`config.mk`:
```
export PLATFORM = sky130hd
export DESIGN_NAME = midi_clock_tempo_tracker_top
export DESIGN_NICKNAME = d
export VERILOG_FILES = /design/src/rtl/mctt_pkg.sv /design/src/rtl/midi_clock_tempo_tracker_top.sv /design/src/rtl/mctt_div.sv
export VERILOG_INCLUDE_DIRS = /design/src /design/src/rtl
export SDC_FILE = /design/constraint.sdc
export NUM_CORES = 1
export LEC_CHECK = 0
export BUFFER_PORTS_ARGS = -buffer_cell sky130_fd_sc_hd__buf_2
export CAP_MARGIN = 20
export CORE_ASPECT_RATIO = 0.6
export CORE_MARGIN = 4
export CORE_UTILIZATION = 65
export CTS_CLUSTER_DIAMETER = 200
export DETAILED_ROUTE_END_ITERATION = 10
export GPL_TIMING_DRIVEN = 0
export MAX_ROUTING_LAYER = met4
export PLACE_DENSITY = 0.84
export SYNTH_ARGS = -nofsm -noshare
export SYNTH_HDL_FRONTEND = slang
export SYNTH_SLANG_ARGS = --single-unit
```
`constraint.sdc`:
```
create_clock -name clk -period 8.4 [get_ports clk]
set_clock_uncertainty 0.15 [all_clocks]
set_input_delay 1.68 -clock clk [delete_from_list [all_inputs] [get_ports clk]]
set_output_delay 1.68 -clock clk [all_outputs]
set_load 0.01 [all_outputs]
```
`src/rtl/midi_clock_tempo_tracker_top_macros.svh`:
```
// Assertion shorthands for the tempo tracker. Each expands to a concurrent
// assertion clocked on clk and disabled while rst_n is low.
`ifndef MIDI_CLOCK_TEMPO_TRACKER_TOP_MACROS_SVH
`define MIDI_CLOCK_TEMPO_TRACKER_TOP_MACROS_SVH

`define MCTT_ASSERT(lbl, prop, msg) \
  lbl: assert property (@(posedge clk) disable iff (!rst_n) (prop)) else $error(msg);

`define MCTT_ASSERT_IMP(lbl, ante, cons, msg) \
  lbl: assert property (@(posedge clk) disable iff (!rst_n) (ante) |-> (cons)) \
    else $error(msg);

`define MCTT_ASSERT_NXT(lbl, ante, cons, msg) \
  lbl: assert property (@(posedge clk) disable iff (!rst_n) (ante) |=> (cons)) \
    else $error(msg);

`endif

```
`src/rtl/mctt_pkg.sv`:
```
`default_nettype none

package mctt_pkg;

  localparam int TS_IN_W       = 32;
  localparam int DIV_W         = 18;
  localparam int DIVISOR_W     = 16;
  localparam int CNT_W         = 5;
  localparam int BPM_W         = 8;
  localparam int DUR_W         = 16;
  localparam int STEP_W        = 5;

  localparam int TICKS_PER_BEAT = 24;
  localparam int MS_PER_MINUTE  = 60000;
  localparam int BEATS_PER_BAR  = 4;
  localparam int MS_PER_BAR     = MS_PER_MINUTE * BEATS_PER_BAR;
  localparam int BPM_MAX        = 255;
  localparam int DUR_MAX        = 65535;

  localparam logic [1:0] PR_EVERY_24 = 2'd0;
  localparam logic [1:0] PR_EVERY_12 = 2'd1;
  localparam logic [1:0] PR_EVERY_6  = 2'd2;
  localparam logic [1:0] PR_EVERY_3  = 2'd3;

  typedef struct packed {
    logic                 start;
    logic [DIV_W-1:0]     dividend;
    logic [DIVISOR_W-1:0] divisor;
  } div_req_t;

endpackage

`default_nettype wire

```
`src/rtl/midi_clock_tempo_tracker_top.sv`:
```
// MIDI clock tempo tracker.
// Input channel: one MIDI clock tick per transfer on in_valid/in_ready, carrying
// its millisecond timestamp. Output channel: exactly one result per input
// tick on out_valid/out_ready, holding pulse, beat_done, bpm, bar duration
// and the division error flag. cfg_wr_en writes the 2-bit pulse rate select
// in the same cycle, with no handshake; write it only while the block is idle.
// A tick that does not close a beat goes from S_IDLE straight to S_OUT, which
// loads the output register and raises out_valid. A tick that closes a beat
// passes S_PERIOD, which forms the period, and S_CHECK, which checks it; one
// bit-serial divider then runs two passes from request to quotient,
// 60000 / period and then 240000 / bpm, and S_OUT loads the result; a period
// of zero or over 60000 skips both passes and sets the division error flag.
// One tick is processed at a time; in_ready is high only while no tick is in
// flight, so a new tick is accepted only once the last one has left S_OUT.
// A finished result sits in the output register, and the next tick may be
// accepted while it waits; if the receiver stalls, that next result is held
// internally until the output register frees up, and in_ready stays low.
// Synchronous active-low reset clears the tick count, both timestamp slots,
// the slot select, bpm, bar duration and the pulse rate select.
`default_nettype none
`include "midi_clock_tempo_tracker_top_macros.svh"

module midi_clock_tempo_tracker_top #(
  parameter int TIMESTAMP_WIDTH = 32
) (
  input  wire logic                          clk,
  input  wire logic                          rst_n,
  input  wire logic                          cfg_wr_en,
  input  wire logic [1:0]                    cfg_wr_data,
  input  wire logic                          in_valid,
  output logic                               in_ready,
  input  wire logic [mctt_pkg::TS_IN_W-1:0]  in_timestamp_ms,
  output logic                               out_valid,
  input  wire logic                          out_ready,
  output logic                               out_pulse,
  output logic                               out_beat_done,
  output logic [mctt_pkg::BPM_W-1:0]         out_bpm,
  output logic [mctt_pkg::DUR_W-1:0]         out_bar_duration_ms,
  output logic                               out_div_error
);
  import mctt_pkg::*;

  typedef enum logic [2:0] {
    S_IDLE,
    S_PERIOD,
    S_CHECK,
    S_DIV_BPM,
    S_DIV_BAR,
    S_OUT
  } state_t;

  state_t                     state_r;
  logic [1:0]                 pulse_rate_r;
  logic [CNT_W-1:0]           tick_count_r;
  logic [TIMESTAMP_WIDTH-1:0] slot_r [2];
  logic                       slot_sel_r;
  logic [TIMESTAMP_WIDTH-1:0] period_r;
  logic [BPM_W-1:0]           bpm_r;
  logic [BPM_W-1:0]           bpm_pend_r;
  logic [DUR_W-1:0]           dur_r;
  logic                       res_pulse_r;
  logic                       res_beat_r;
  logic                       res_err_r;
  div_req_t                   div_req_r;

  logic                       out_valid_r;
  logic                       out_pulse_r;
  logic                       out_beat_r;
  logic [BPM_W-1:0]           out_bpm_r;
  logic [DUR_W-1:0]           out_dur_r;
  logic                       out_err_r;

  logic                       in_fire;
  logic [CNT_W-1:0]           count_inc;
  logic                       pulse_hit;
  logic                       beat_hit;
  logic [TIMESTAMP_WIDTH-1:0] ts;
  logic [TIMESTAMP_WIDTH:0]   diff_ab;
  logic [TIMESTAMP_WIDTH-1:0] diff_ba;
  logic                       period_bad;
  logic                       in_div_state;
  logic                       div_done;
  logic [DIV_W-1:0]           div_quo;
  logic [BPM_W-1:0]           bpm_sat;
  logic [DUR_W-1:0]           dur_sat;

  mctt_div u_div (
    .clk      (clk),
    .rst_n    (rst_n),
    .req      (div_req_r),
    .done     (div_done),
    .quotient (div_quo)
  );

  assign in_ready  = (state_r == S_IDLE);
  assign in_fire   = in_valid && in_ready;
  assign ts        = TIMESTAMP_WIDTH'(in_timestamp_ms);
  assign count_inc = tick_count_r + CNT_W'(1);
  assign beat_hit  = (count_inc >= CNT_W'(TICKS_PER_BEAT));

  always_comb begin
    case (pulse_rate_r)
      PR_EVERY_24: pulse_hit = (count_inc == CNT_W'(24));
      PR_EVERY_12: pulse_hit = count_inc inside {5'd12, 5'd24};
      PR_EVERY_6:  pulse_hit = count_inc inside {5'd6, 5'd12, 5'd18, 5'd24};
      default:     pulse_hit = count_inc inside {5'd3, 5'd6, 5'd9, 5'd12,
                                                 5'd15, 5'd18, 5'd21, 5'd24};
    endcase
  end

  assign diff_ab = {1'b0, slot_r[0]} - {1'b0, slot_r[1]};
  assign diff_ba = slot_r[1] - slot_r[0];

  assign period_bad   = (period_r == '0) || (period_r > TIMESTAMP_WIDTH'(MS_PER_MINUTE));
  assign in_div_state = (state_r == S_DIV_BPM) || (state_r == S_DIV_BAR);

  assign bpm_sat = (div_quo > DIV_W'(BPM_MAX)) ? BPM_W'(BPM_MAX) : div_quo[BPM_W-1:0];
  assign dur_sat = (div_quo > DIV_W'(DUR_MAX)) ? DUR_W'(DUR_MAX) : div_quo[DUR_W-1:0];

  always_ff @(posedge clk) begin
    if (!rst_n) begin
      state_r      <= S_IDLE;
      pulse_rate_r <= PR_EVERY_24;
      tick_count_r <= '0;
      slot_r[0]    <= '0;
      slot_r[1]    <= '0;
      slot_sel_r   <= 1'b0;
      bpm_r        <= '0;
      dur_r        <= '0;
      div_req_r    <= '0;
      out_valid_r  <= 1'b0;
    end else begin
      div_req_r.start <= ((state_r == S_CHECK) && !period_bad) ||
                         ((state_r == S_DIV_BPM) && div_done);
      out_valid_r     <= (state_r == S_OUT) || (out_valid_r && !out_ready);
      if (cfg_wr_en) begin
        pulse_rate_r <= cfg_wr_data;
      end
      case (state_r)
        S_IDLE: begin
          if (in_fire) begin
            res_pulse_r <= pulse_hit;
            res_beat_r  <= beat_hit;
            res_err_r   <= 1'b0;
            if (beat_hit) begin
              tick_count_r       <= '0;
              slot_r[slot_sel_r] <= ts;
              slot_sel_r         <= ~slot_sel_r;
              state_r            <= S_PERIOD;
            end else begin
              tick_count_r <= count_inc;
              state_r      <= S_OUT;
            end
          end
        end
        S_PERIOD: begin
          period_r <= diff_ab[TIMESTAMP_WIDTH] ? diff_ba : diff_ab[TIMESTAMP_WIDTH-1:0];
          state_r  <= S_CHECK;
        end
        S_CHECK: begin
          if (period_bad) begin
            res_err_r <= 1'b1;
            state_r   <= S_OUT;
          end else begin
            div_req_r.dividend <= DIV_W'(MS_PER_MINUTE);
            div_req_r.divisor  <= period_r[DIVISOR_W-1:0];
            state_r            <= S_DIV_BPM;
          end
        end
        S_DIV_BPM: begin
          if (div_done) begin
            bpm_pend_r         <= bpm_sat;
            div_req_r.dividend <= DIV_W'(MS_PER_BAR);
            div_req_r.divisor  <= DIVISOR_W'(bpm_sat);
            state_r            <= S_DIV_BAR;
          end
        end
        S_DIV_BAR: begin
          if (div_done) begin
            bpm_r   <= bpm_pend_r;
            dur_r   <= dur_sat;
            state_r <= S_OUT;
          end
        end
        S_OUT: begin
          if (!out_valid_r || out_ready) begin
            out_pulse_r <= res_pulse_r;
            out_beat_r  <= res_beat_r;
            out_bpm_r   <= bpm_r;
            out_dur_r   <= dur_r;
            out_err_r   <= res_err_r;
            state_r     <= S_IDLE;
          end
        end
        default: begin
          state_r <= S_IDLE;
        end
      endcase
    end
  end

  assign out_valid           = out_valid_r;
  assign out_pulse           = out_pulse_r;
  assign out_beat_done       = out_beat_r;
  assign out_bpm             = out_bpm_r;
  assign out_bar_duration_ms = out_dur_r;
  assign out_div_error       = out_err_r;

  `MCTT_ASSERT(a_tick_range, tick_count_r < CNT_W'(TICKS_PER_BEAT), "tick count out of range")
  `MCTT_ASSERT_IMP(a_div_done_state, div_done, in_div_state, "divider done outside a divide")
  `MCTT_ASSERT_NXT(a_plain_tick, in_fire && !beat_hit, state_r == S_OUT, "plain tick skipped output")
  `MCTT_ASSERT_IMP(a_err_on_beat, out_valid_r && out_err_r, out_beat_r, "error without a beat")

endmodule

`default_nettype wire

```
`src/rtl/mctt_div.sv`:
```
`default_nettype none

module mctt_div (
  input  wire logic                     clk,
  input  wire logic                     rst_n,
  input  wire mctt_pkg::div_req_t       req,
  output logic                          done,
  output logic [mctt_pkg::DIV_W-1:0]    quotient
);
  import mctt_pkg::*;

  // Restoring divider: one quotient bit per cycle, dividend shifted in MSB first.
  logic                 busy_r;
  logic                 done_r;
  logic [STEP_W-1:0]    step_r;
  logic [DIV_W-1:0]     quo_r;
  logic [DIVISOR_W-1:0] rem_r;
  logic [DIVISOR_W-1:0] dvs_r;

  logic [DIVISOR_W:0]   rem_sh;
  logic [DIVISOR_W:0]   rem_sub;
  logic                 q_bit;

  assign rem_sh  = {rem_r, quo_r[DIV_W-1]};
  assign rem_sub = rem_sh - {1'b0, dvs_r};
  assign q_bit   = (rem_sh >= {1'b0, dvs_r});

  always_ff @(posedge clk) begin
    if (!rst_n) begin
      busy_r <= 1'b0;
      done_r <= 1'b0;
      step_r <= '0;
    end else begin
      done_r <= 1'b0;
      if (req.start) begin
        busy_r <= 1'b1;
        step_r <= '0;
        quo_r  <= req.dividend;
        rem_r  <= '0;
        dvs_r  <= req.divisor;
      end else if (busy_r) begin
        quo_r <= {quo_r[DIV_W-2:0], q_bit};
        rem_r <= q_bit ? rem_sub[DIVISOR_W-1:0] : rem_sh[DIVISOR_W-1:0];
        step_r <= step_r + STEP_W'(1);
        if (step_r == STEP_W'(DIV_W - 1)) begin
          busy_r <= 1'b0;
          done_r <= 1'b1;
        end
      end
    end
  end

  assign done     = done_r;
  assign quotient = quo_r;

endmodule

`default_nettype wire
```
======== Yosys cells after proc, flatten, opt, wreduce, memory -nomap -nowiden ========
Memory sizes are Yosys's and may differ from the RTL's.
Cells that the tools add are included.
operators by class
  eq/ne operators ......................... 22
  mux-type cells .......................... 35
  add/subtract/negate cells ............... 5
  reduce and logical (&&, ||, !) cells .... 35
  bitwise gates (word level) .............. 3
  $lt $le $gt $ge ......................... 5
operator list
  operator                                                          number
  2-to-1 mux 34 bit                                                 2
  case mux 34 bit (2 select lines)                                  1
  2-to-1 mux 32 bit                                                 2
  2-to-1 mux 16 bit                                                 3
  2-to-1 mux 18 bit                                                 2
  subtractor 32 x 32 -> 33 bit                                      1
  greater-than comparator 32 x 16 -> 1 bit (second input constant)  1
  logical NOT 32 bit                                                1
  OR reduction 32 bit                                               1
  subtractor 32 bit                                                 1
  equality test 5 bit (second input constant)                       4
  greater-than comparator 18 x 16 -> 1 bit (second input constant)  1
  greater-than comparator 18 x 8 -> 1 bit (second input constant)   1
  2-to-1 mux 3 bit                                                  6
  case mux 3 bit (6 select lines)                                   1
  greater-or-equal comparator 17 x 16 -> 1 bit                      1
  subtractor 16 bit                                                 1
  equality test 5 x 4 -> 1 bit (second input constant)              3
  AND reduction 3 bit                                               5
  2-to-1 mux 1 bit                                                  14
  adder 5 x 1 -> 5 bit (second input constant)                      2
  AND reduction 2 bit                                               5
  2-to-1 mux 8 bit                                                  1
  != test 2 x 1 -> 1 bit (second input constant)                    4
  other kinds (24)                                                  41
word-level totals
  input bits .............................. 39
  register bits ........................... 198
  bits in writable memories ............... 64
  output and inout port bits .............. 29
  memories kept ........................... 1
  logic and storage cells ................. 132
memories
  name    words  bits a word  read ports  clocked after Yosys merged registers in  wr ports  line                                source
  slot_r  2      32           2           0                                        2         midi_clock_tempo_tracker_top.sv:55  logic [TIMESTAMP_WIDTH-1:0] slot_r [2];

======== Logic depth before layout (Yosys ltp) ========
Gate-level depths: netlist of run 1.
  depth in word-level cells ............... 9
  gate-level depth with buffers ........... 13
  gate-level depth less buffers ........... 11

======== Modules after synthesis ========
Synthesis of run 1 repeated with hierarchy kept, for this count alone.
second synthesis, totals
  cells, all modules ...................... 1347
  area total of the unflattened synthesis .. 13990.9 µm²
by module, submodules not included
  module                        area an instance (µm²)  cells an instance  instances
  midi_clock_tempo_tracker_top  10613.9                 1050               1
  mctt_div                      3377.0                  297                1

======== Worst setup path before layout of run 1 ========
No wires, ideal clock.
  path type ............................... input port to flip-flop
  from .................................... input rst_n
  to ...................................... register period_r[0], enable pin
  data required time ...................... 7.789 ns
  library setup time ...................... 0.461 ns
  stages .................................. 4
  arrival time ............................ 4.465 ns
  setup slack ............................. 3.324 ns
  path through ............................ clkbuf_1 -> clkbuf_1 -> nand2_1 -> nor3_1
between the ends
  longest elaborated chain between the ends .. 1
ends and longest elaborated chain
  what                           line                                 source
  from (decl)                    midi_clock_tempo_tracker_top.sv:27   input wire logic rst_n,
  AND reduction 2 bit (no line)  n/a
  to (signal assigned)           midi_clock_tempo_tracker_top.sv:157  period_r <= diff_ab[TIMESTAMP_WIDTH] ? diff_ba : diff_ab[TIMESTAMP_WIDTH-1:0];
  to (decl)                      midi_clock_tempo_tracker_top.sv:57   logic [TIMESTAMP_WIDTH-1:0] period_r;
No other way between the ends.
A chain may end at the register's enable or synchronous reset.

==> results of run 1 <==
==> cell usage in the layout, fill, tap and decap left out, types with 12 or more instances in the layout <==
| master | synthesis | layout |
|---|---|---|
| buf_2 | 10 | 76 |
| or3_1 | 12 | 12 |
| nor2b_1 | 15 | 15 |
| o21ai_0 | 59 | 59 |
| clkbuf_16 | 0 | 26 |
| nand3_1 | 18 | 18 |
| ha_1 | 86 | 86 |
| nor2_1 | 92 | 90 |
| xnor2_1 | 27 | 27 |
| inv_1 | 120 | 120 |
| xor2_1 | 14 | 14 |
| o221a_2 | 17 | 17 |
| a31oi_1 | 14 | 14 |
| a22oi_1 | 13 | 13 |
| a211oi_1 | 17 | 17 |
| o21bai_1 | 13 | 13 |
| buf_4 | 11 | 13 |
| a21oi_1 | 100 | 100 |
| nand4_1 | 19 | 19 |
| nand2_1 | 80 | 79 |
| clkbuf_1 | 30 | 36 |
| nor3_1 | 24 | 23 |
| and2_1 | 70 | 70 |
| edfxtp_1 | 184 | 184 |
| nor4_1 | 13 | 13 |
| a21o_1 | 27 | 27 |
| mux2i_1 | 30 | 30 |
| dfxtp_1 | 63 | 63 |
==> cell type report <==
type / instances / area [sq um] / share of cell area
tap: 279 / 349 / 0.0225
clock buffer: 33 / 687 / 0.0443
multi-input combinational: 905 / 6350 / 0.409
sequential: 247 / 6790 / 0.437
buffer: 59 / 329 / 0.0212
inverter: 121 / 454 / 0.0293
timing repair buffer: 74 / 459 / 0.0296
clock inverter: 9 / 96.3 / 0.00621
==> kinds of logic (layout without fill, tap and decap cells) <==
| group | after synthesis | count (layout) | share of synthesized area |
|---|---|---|---|
| simple gates | 394 | 394 | 0.148 |
| buf+inv | 180 | 296 | 0.0563 |
| compound gates | 339 | 339 | 0.168 |
| flops | 247 | 247 | 0.488 |
| mux | 41 | 41 | 0.0307 |
| xor+xnor | 42 | 42 | 0.0270 |
| fa+ha+maj | 89 | 89 | 0.0817 |
==> state kept, by name (all words and copies together) (netlist names), 2 cells and up <==
signal and cells:
slot_r 64, period_r 32, div_req_r 20, u_div.quotient 18
dur_r 16, out_bar_duration_ms 16, u_div.dvs_r 16, u_div.rem_r 16
bpm_pend_r 8, bpm_r 8, out_bpm 8, tick_count_r 5
u_div.step_r 5, state_r 3, pulse_rate_r 2
==> where the power goes <==
group	switching, mW	internal [mW]	total, mW
Clock	0.470	0.610	1.08
Combinational	0.226	0.135	0.361
Sequential	0.0192	1.34	1.36
==> through the flow <==
stage               worst slack [ns]  cell area (sq um)
finish                          4.66              15500
global route                    4.46              15500
CTS                             4.69              15500
detailed placement              4.23              14700
global placement                2.51              14600
floorplan                       3.32              13900
==> metal layers <==
metal	track usage	up-vias	share of wire
met5	-	-	0
met4	0.0615	0	0.018
met3	0.0616	55	0.11
met2	0.389	564	0.39
met1	0.482	5050	0.48
li1	-	5013	-
==> worst min path at each step <==
stage,to,start
floorplan,out_beat_done,res_beat_r
global placement,out_beat_done,res_beat_r
detailed placement,out_bar_duration_ms[10],dur_r[10]
CTS,out_bar_duration_ms[10],dur_r[10]
global route,out_pulse,res_pulse_r
finish,out_bar_duration_ms[10],dur_r[10]
==> results.json, run 1 <==
{
  "vdd_drop_max_mv": 0.155,
  "cts_buffers": 23,
  "cp-start-kind": "input pin",
  "insertion_delay_ns": 0.54,
  "fin_crit_sh": 0.445,
  "grt_max_degree": 31,
  "dr.pass1.iters": 6,
  "rr_startpoint": "tick_count_r[0]",
  "worstSetupStartpoint": "in_valid",
  "path_delay_family": "simple AND/OR/NAND/NOR gates",
  "initial_utilization": 0.661,
  "yosysSeqAreaShare": 0.488,
  "dieArea_sq_um": 23900,
  "crit_path_max_incr_delay_ns": 0.56,
  "cp_num_cells": 7,
  "yosysTopAreaCell": "edfxtp_1",
  "syn_inst": 1332,
  "antenna_cells": 0,
  "rsz0062_at_grt": "false",
  "synth.area.top_cells": "edfxtp_1 40%, dfxtp_1 9.1%, ha_1 7.7%",
  "leakage_nw": 6.31,
  "cts_sinks": 247,
  "post-route-drc-count": 0,
  "fin_crit_ns": 3.74,
  "hp-class": "register to register",
  "outcome": "complete, no violations",
  "grt_pass1_vias": 9743,
  "post_cts_buffers": 0,
  "fp-row-count": 41,
  "fmaxAchievable_mhz": 268,
  "nFillCells": 1459,
  "setup_total_negative_slack_ns": 0,
  "cts_resized": 0,
  "cts_hold_buf": 0,
  "r2r_end": "slot_r[0][22]",
  "tritoncts": "yes",
  "routed_wl_um": 35000,
  "io_pins": 68,
  "powerDensity_nw_per_um2": 181,
  "drive_gt1_frac": 0.141,
  "grt_usage": 0.300,
  "critical_path_class": "input pin to register",
  "die_width_um": 197,
  "endpoint_kind": "register",
  "synth_edf_count": 184,
  "slowest_stage": "nor2_1",
  "antenna_left": 0,
  "finalSetupViolCount": 0,
  "area.growth.synth_to_final_pct": 11.6,
  "maxSlewViolCount": 0,
  "endpoint": "slot_r[0][22]",
  "drt-vias-per-instance": 6.19,
  "p_total_mw": 2.80,
  "die_h_um": 121,
  "numPortBuffers": 66,
  "drt_iter0_markers": 1212,
  "final_nets": 1559,
  "path_max_fanout": 10,
  "path_cells": "buf_2, nor2b_1, nand2_1, or3_1, nor2_1, clkbuf_1, and2_1",
  "cts_buffer_depth": 3,
  "synthArstFlopShare": 0,
  "gp_congestion": 0.999,
  "root_buffer": "clkbuf_16",
  "worst_slew_pin_slew_ns": 0.843,
  "path_buf_inv": 2,
  "antenna_found_initial": 0,
  "maxSlewHeadroom": 0.435,
  "syn_nets": 1460,
  "synth_top_area_frac": 0.397,
  "hpwl_um": 26400,
  "vias": 10700,
  "syn_area_per_cell_sq_um": 10.4,
  "ys_ff_latch": 247,
  "dp.cells": 1685,
  "synthTopCellsByCount": "184 x edfxtp_1, 120 x inv_1, 100 x a21oi_1, 92 x nor2_1, 86 x ha_1",
  "final_cells": 1727,
  "synth_ff_type": "edfxtp_1",
  "r2r_setup_slack_ns": 4.97,
  "yosys.cell_types.count": 89,
  "yosysWarnings": 0,
  "synthesis.area_sq_um": 13900,
  "core_area_sq_um": 21000,
  "path_clk_slew_ns": 0.06,
  "yosysMostFrequentCell": "edfxtp_1",
  "grt_pass1_wl_um": 54700,
  "whs_ns": 0.287,
  "hold_viol_final": 0,
  "utilization": 0.738,
  "worstPathRequired_ns": 8.65,
  "wl_per_cell_um": 20.3,
  "worst_r2r_path_depth": 8,
  "arrival_ns": 3.99,
  "overflow": 0,
  "hold_depth": 0,
  "h-tree-depth": 1,
  "drv_cap": 0
}
No activity file was read; power rests on OpenSTA's default activity.
==> run 2: changes to the inputs <==
--- a/config.mk
+++ b/config.mk
@@ -6,16 +6,17 @@
 export SDC_FILE = /design/constraint.sdc
 export NUM_CORES = 1
 export LEC_CHECK = 0
+export ABC_AREA = 1
 export BUFFER_PORTS_ARGS = -buffer_cell sky130_fd_sc_hd__buf_2
 export CAP_MARGIN = 20
 export CORE_ASPECT_RATIO = 0.6
 export CORE_MARGIN = 4
-export CORE_UTILIZATION = 65
+export CORE_UTILIZATION = 63
 export CTS_CLUSTER_DIAMETER = 200
 export DETAILED_ROUTE_END_ITERATION = 10
 export GPL_TIMING_DRIVEN = 0
 export MAX_ROUTING_LAYER = met4
-export PLACE_DENSITY = 0.84
+export PLACE_DENSITY = 0.81
 export SYNTH_ARGS = -nofsm -noshare
 export SYNTH_HDL_FRONTEND = slang
 export SYNTH_SLANG_ARGS = --single-unit
==> constraint.sdc (replaced) <==
create_clock -name clk -period 3.8 [get_ports clk]
set_clock_uncertainty 0.15 [all_clocks]
set_input_delay 0.76 -clock clk [delete_from_list [all_inputs] [get_ports clk]]
set_output_delay 0.76 -clock clk [all_outputs]
set_load 0.01 [all_outputs]
==> run 2 against run 1 <==
  * Hold slack got worse by 0.0064 ns
  * Global-route usage is 4.2 points higher
  * Synthesized cell count rose by 54%
  * Register-to-register slack got worse by 4.7 ns
  * Critical endpoint is now slot_r[1][15]
==> results.json, run 2 <==
{
  "hp-class": "register to register",
  "grt_max_degree": 36,
  "worst_slew_pin_slew_ns": 0.929,
  "antenna_left": 0,
  "antenna_cells": 0,
  "grt_busiest_layer": "met1",
  "finalSetupViolCount": 0,
  "grt.met2_usage": 0.448,
  "critical_path_class": "register to register",
  "syn_inst": 2047,
  "setup_total_negative_slack_ns": 0,
  "fin_crit_ns": 3.58,
  "final_cell_mix": "640 x nand2_1, 340 x inv_1, 247 x nor2_1",
  "regMostFlops": "slot_r",
  "crit_path_max_incr_delay_ns": 0.52,
  "arrival_ns": 3.67,
  "endpoint_kind": "register",
  "hold_viol_final": 0,
  "numPortBuffers": 66,
  "rsz0062_at_grt": "false",
  "core_area_sq_um": 24100,
  "grtUsageMet3": 0.0762,
  "hpwl_um": 35500,
  "layout_commonest_cell": "nand2_1",
  "maxSlewHeadroom": 0.379,
  "stdcell_area_sq_um": 17000,
  "fp-row-count": 44,
  "syn_nets": 2175,
  "overflow": 0,
  "synth_top_area_frac": 0.359,
  "post_cts_buffers": 0,
  "antenna_found_initial": 0,
  "leakage_nw": 8.36,
  "initial_utilization": 0.639,
  "yosysWarnings": 0,
  "vdd_drop_max_mv": 0.400,
  "cts_sinks": 247,
  "routed_wl_um": 45500,
  "yosys.cell_types.count": 47,
  "path_buf_inv": 3,
  "drt-vias-per-instance": 5.63,
  "final_nets": 2270,
  "synthArstFlopShare": 0,
  "maxSlewViolCount": 0,
  "vias": 14000,
  "cts_buffer_depth": 3,
  "drive_gt1_frac": 0.0954,
  "gp_congestion": 1.01,
  "drt_iter0_markers": 1933,
  "h-tree-depth": 1,
  "die_h_um": 129,
  "synthTopCellsByCount": "641 x nand2_1, 340 x inv_1, 249 x nor2_1, 184 x edfxtp_1, 107 x a21oi_1",
  "die_width_um": 210,
  "syn_area_per_cell_sq_um": 7.53,
  "path_cells": "ha_1, nand3_1, xor2_2, nand2_1, inv_2, nand3_1, buf_2, nand2_1, buf_16",
  "area.growth.synth_to_final_pct": 10.4,
  "path_max_fanout": 19,
  "cp-start-kind": "register",
  "post-route-drc-count": 0,
  "path_delay_family": "simple AND/OR/NAND/NOR gates",
  "dieArea_sq_um": 27100,
  "synthesis.area_sq_um": 15400,
  "grt_pass1_vias": 12600,
  "whs_ns": 0.281,
  "grt_usage": 0.342,
  "cts_hold_buf": 0,
  "outcome": "complete, no violations",
  "path_clk_slew_ns": 0.07,
  "grtUsageMet1": 0.537,
  "grt_pass1_wl_um": 70000,
  "yosysTopAreaCell": "edfxtp_1",
  "root_buffer": "clkbuf_16",
  "cts_resized": 0,
  "slowest_stage": "nand2_1",
  "synth.area.top_cells": "edfxtp_1 36%, nand2_1 16%, inv_1 8.3%",
  "nFillCells": 1909,
  "yosysMostFrequentCell": "nand2_1",
  "top_regs": "slot_r: 64 flops, period_r: 32 flops, div_req_r: 20 flops",
  "tritoncts": "yes",
  "yosysSeqAreaShare": 0.440,
  "fmaxAchievable_mhz": 279,
  "fin_crit_sh": 0.942,
  "dr.pass1.iters": 6,
  "io_pins": 68,
  "insertion_delay_ns": 0.56,
  "cts_buffers": 24,
  "synth_ff_type": "edfxtp_1",
  "powerDensity_nw_per_um2": 437,
  "largest_reg_flops": 64,
  "worstPathRequired_ns": 3.89,
  "post_dp_cell_area_sq_um": 16200,
  "synth_edf_count": 184,
  "utilization": 0.705,
  "wl_per_cell_um": 18.3,
  "ys_ff_latch": 247,
  "drv_cap": 0
}
[run 2: final cells by class]
| type | count | area, sq um | area share |
|---|---|---|---|
| multi-input cells | 1388 | 6990 | 0.411 |
| flip-flops and latches | 247 | 6790 | 0.399 |
| inverters | 354 | 1330 | 0.0781 |
| clock buffers | 29 | 639 | 0.0376 |
| well taps | 322 | 403 | 0.0237 |
| repair buffers | 69 | 393 | 0.0231 |
| plain buffers | 58 | 323 | 0.0190 |
| clock inverters | 15 | 144 | 0.00846 |
[run 2: worst reg2reg max path: stages, from the launching register on]
cell and delay (ns):
dfxtp_1 0.47, ha_1 0.24, nand3_1 0.13, xor2_2 0.24, nand2_1 0.28, inv_2 0.12, nand3_1 0.48, buf_2 0.40
nand2_1 0.52, buf_16 0.26
[run 2: final timing paths]
check,startpoint,end,slack [ns],cells after the start
max,tick_count_r[0],slot_r[1][15],0.22,9
min,div_req_r[3],u_div.dvs_r[3],0.28,0
max reg2reg,tick_count_r[0],slot_r[1][15],0.22,9
min reg2reg,div_req_r[3],u_div.dvs_r[3],0.28,0
[run 2: cell families after synthesis]
group | count (synthesis) | synth area share
adders and majority gates | 89 | 0.0737
DFF | 247 | 0.440
and+or+nand+nor | 1070 | 0.285
AOI/OAI and AO/OA | 178 | 0.0638
buffers and inverters | 412 | 0.107
xor gates and xnor gates | 51 | 0.0300
[run 2: report_power, final]
group	switching, mW	internal, mW	leakage [nW]
sequential	0.128	3.17	2.27
clock	1.14	1.30	0.379
combinational	1.19	0.505	5.71
total	2.46	4.97	8.36
[run 2: through the flow]
stage | worst slack [ns] | instances | total power [mW]
2_1_floorplan | 0.444 | 2047 | 4.43
3_3_place_gp | -0.624 | 2435 | 4.90
3_5_place_dp | -0.0647 | 2438 | 4.96
4_1_cts | 0.265 | 2482 | 7.37
5_1_grt | 0.0928 | 2482 | 7.72
6_report | 0.222 | 2482 | 7.43
[run 2: metal layers]
metal / vias to the layer above / routed length [um]
met5: - / 0
met2: 826 / 17100
met4: 0 / 1020
met3: 78 / 5980
met1: 6478 / 21400
li1: 6595 / -
==> run 3: changes to the inputs <==
--- a/config.mk
+++ b/config.mk
@@ -16,7 +16,7 @@
 export DETAILED_ROUTE_END_ITERATION = 10
 export GPL_TIMING_DRIVEN = 0
 export MAX_ROUTING_LAYER = met4
-export PLACE_DENSITY = 0.81
+export PLACE_DENSITY_LB_ADDON = 0.1
 export SYNTH_ARGS = -nofsm -noshare
 export SYNTH_HDL_FRONTEND = slang
 export SYNTH_SLANG_ARGS = --single-unit
==> run 3 against run 2 <==
  * Global-route usage is 1.3 points lower
  * Critical path depth stayed put
  * Clock power is 2% higher
  * Sequential share of layout area is 0.088 points lower
  * Routed wire length is 4.2% lower
  * Sequential power hardly changed
  * First-iteration DRC count is 0.26% lower
  * Sequential cell count stayed put
  * Critical endpoint is now slot_r[1][1]
  * Combinational power is 2% lower
==> results.json, run 3 (same netlist as run 2, synthesis figures left out) <==
{
  "wl_per_cell_um": 17.6,
  "fp-row-count": 44,
  "arrival_ns": 3.70,
  "dr.pass1.iters": 6,
  "path_cells": "ha_1, nand3_1, xor2_2, nand2_1, inv_2, nand3_1, buf_2, nand2_1, buf_16",
  "grt_usage": 0.329,
  "cts_buffer_depth": 3,
  "core_area_sq_um": 24100,
  "crit_path_max_incr_delay_ns": 0.54,
  "vdd_drop_max_mv": 0.374,
  "numPortBuffers": 66,
  "drt-vias-per-instance": 5.51,
  "cp-start-kind": "register",
  "drive_gt1_frac": 0.0936,
  "vias": 13700,
  "rsz0062_at_grt": "false",
  "io_pins": 68,
  "r2r_setup_slack_ns": 0.20,
  "endpoint_kind": "register",
  "post_cts_buffers": 0,
  "fin_crit_sh": 0.948,
  "rr_startpoint": "tick_count_r[0]",
  "utilization": 0.707,
  "post-route-drc-count": 0,
  "drt_iter0_markers": 1928,
  "holdPathEnd": "out_div_error",
  "overflow": 0,
  "antenna_left": 0,
  "path_clk_slew_ns": 0.07,
  "h-tree-depth": 1,
  "antenna_cells": 0,
  "nFillCells": 1950,
  "path_buf_inv": 3,
  "grt_pass1_wl_um": 67700,
  "path_delay_family": "simple AND/OR/NAND/NOR gates",
  "cts_resized": 0,
  "grt_pass1_vias": 12600,
  "critical_path_class": "register to register",
  "setup_total_negative_slack_ns": 0,
  "powerDensity_nw_per_um2": 437,
  "whs_ns": 0.272,
  "outcome": "complete, no violations",
  "worstPathRequired_ns": 3.90,
  "p_total_mw": 7.44,
  "worst_r2r_path_depth": 9,
  "final_nets": 2269,
  "area.growth.synth_to_final_pct": 10.6,
  "maxSlewHeadroom": 0.375,
  "final_cell_mix": "640 x nand2_1, 340 x inv_1, 247 x nor2_1",
  "layout_commonest_cell": "nand2_1",
  "tritoncts": "yes",
  "fmaxAchievable_mhz": 278,
  "post_dp_cell_area_sq_um": 16200,
  "cp_num_cells": 9,
  "worst_slew_pin_slew_ns": 0.935,
  "hold_depth": 0,
  "regMostFlops": "slot_r",
  "initial_utilization": 0.639,
  "cts_buffers": 23,
  "root_buffer": "clkbuf_16",
  "antenna_found_initial": 0,
  "finalSetupViolCount": 0,
  "path_max_fanout": 19,
  "top_regs": "slot_r: 64 flops, period_r: 32 flops, div_req_r: 20 flops",
  "gp_congestion": 1.01,
  "fin_crit_ns": 3.60,
  "hpwl_um": 34200,
  "slowest_stage": "nand2_1",
  "die_h_um": 129,
  "largest_reg_flops": 64,
  "drv_cap": 0,
  "die_width_um": 210,
  "dieArea_sq_um": 27100,
  "min_from": "res_err_r",
  "routed_wl_um": 43600,
  "r2r_end": "slot_r[1][1]",
  "hold_viol_final": 0,
  "insertion_delay_ns": 0.55,
  "grt_max_degree": 36,
  "cts_sinks": 247,
  "cts_hold_buf": 0,
  "leakage_nw": 8.39,
  "stdcell_area_sq_um": 17000,
  "hp-class": "register to register",
  "maxSlewViolCount": 0
}
## run 3: cell type report
class | count | area [sq um] | area share
plain buffers | 58 | 323 | 0.0189
clock buffers | 37 | 752 | 0.0441
well taps | 322 | 403 | 0.0236
multi-input cells | 1388 | 6990 | 0.410
clock inverters | 5 | 68.8 | 0.00404
flip-flops and latches | 247 | 6790 | 0.398
inverters | 354 | 1330 | 0.0779
repair buffers | 69 | 393 | 0.0230
## run 3: report_power, final
part	total [mW]	switching [mW]	leakage, nW	internal, mW
Clock	2.49	1.05	0.406	1.44
Sequential	3.30	0.129	2.27	3.17
Combinational	1.65	1.15	5.71	0.505
## run 3: worst max-delay path by stage
| stage | startpoint | slack (ns) | to |
|---|---|---|---|
| finish | tick_count_r[0] | 0.20 | slot_r[1][1] |
| global route | tick_count_r[0] | 0.08 | slot_r[1][1] |
| CTS | tick_count_r[0] | 0.22 | slot_r[1][1] |
| detailed placement | rst_n | -0.05 | slot_r[1][0] |
| global placement | tick_count_r[0] | -0.62 | slot_r[0][0] |
| floorplan | rst_n | 0.44 | period_r[0] |
## run 3: through the flow
stage / std cells / setup slack [ns]
floorplan: 2047 / 0.444
global placement: 2435 / -0.615
detailed placement: 2438 / -0.0504
CTS: 2480 / 0.224
global route: 2480 / 0.0755
finish: 2480 / 0.198
## run 3: metal layers
metal  track usage  wire length, um  up-vias
li1              -                -     6594
met1         0.512            20900     6289
met2         0.442            16800      706
met3        0.0682             5100       72
met4        0.0675              755        0
met5             -                0        -
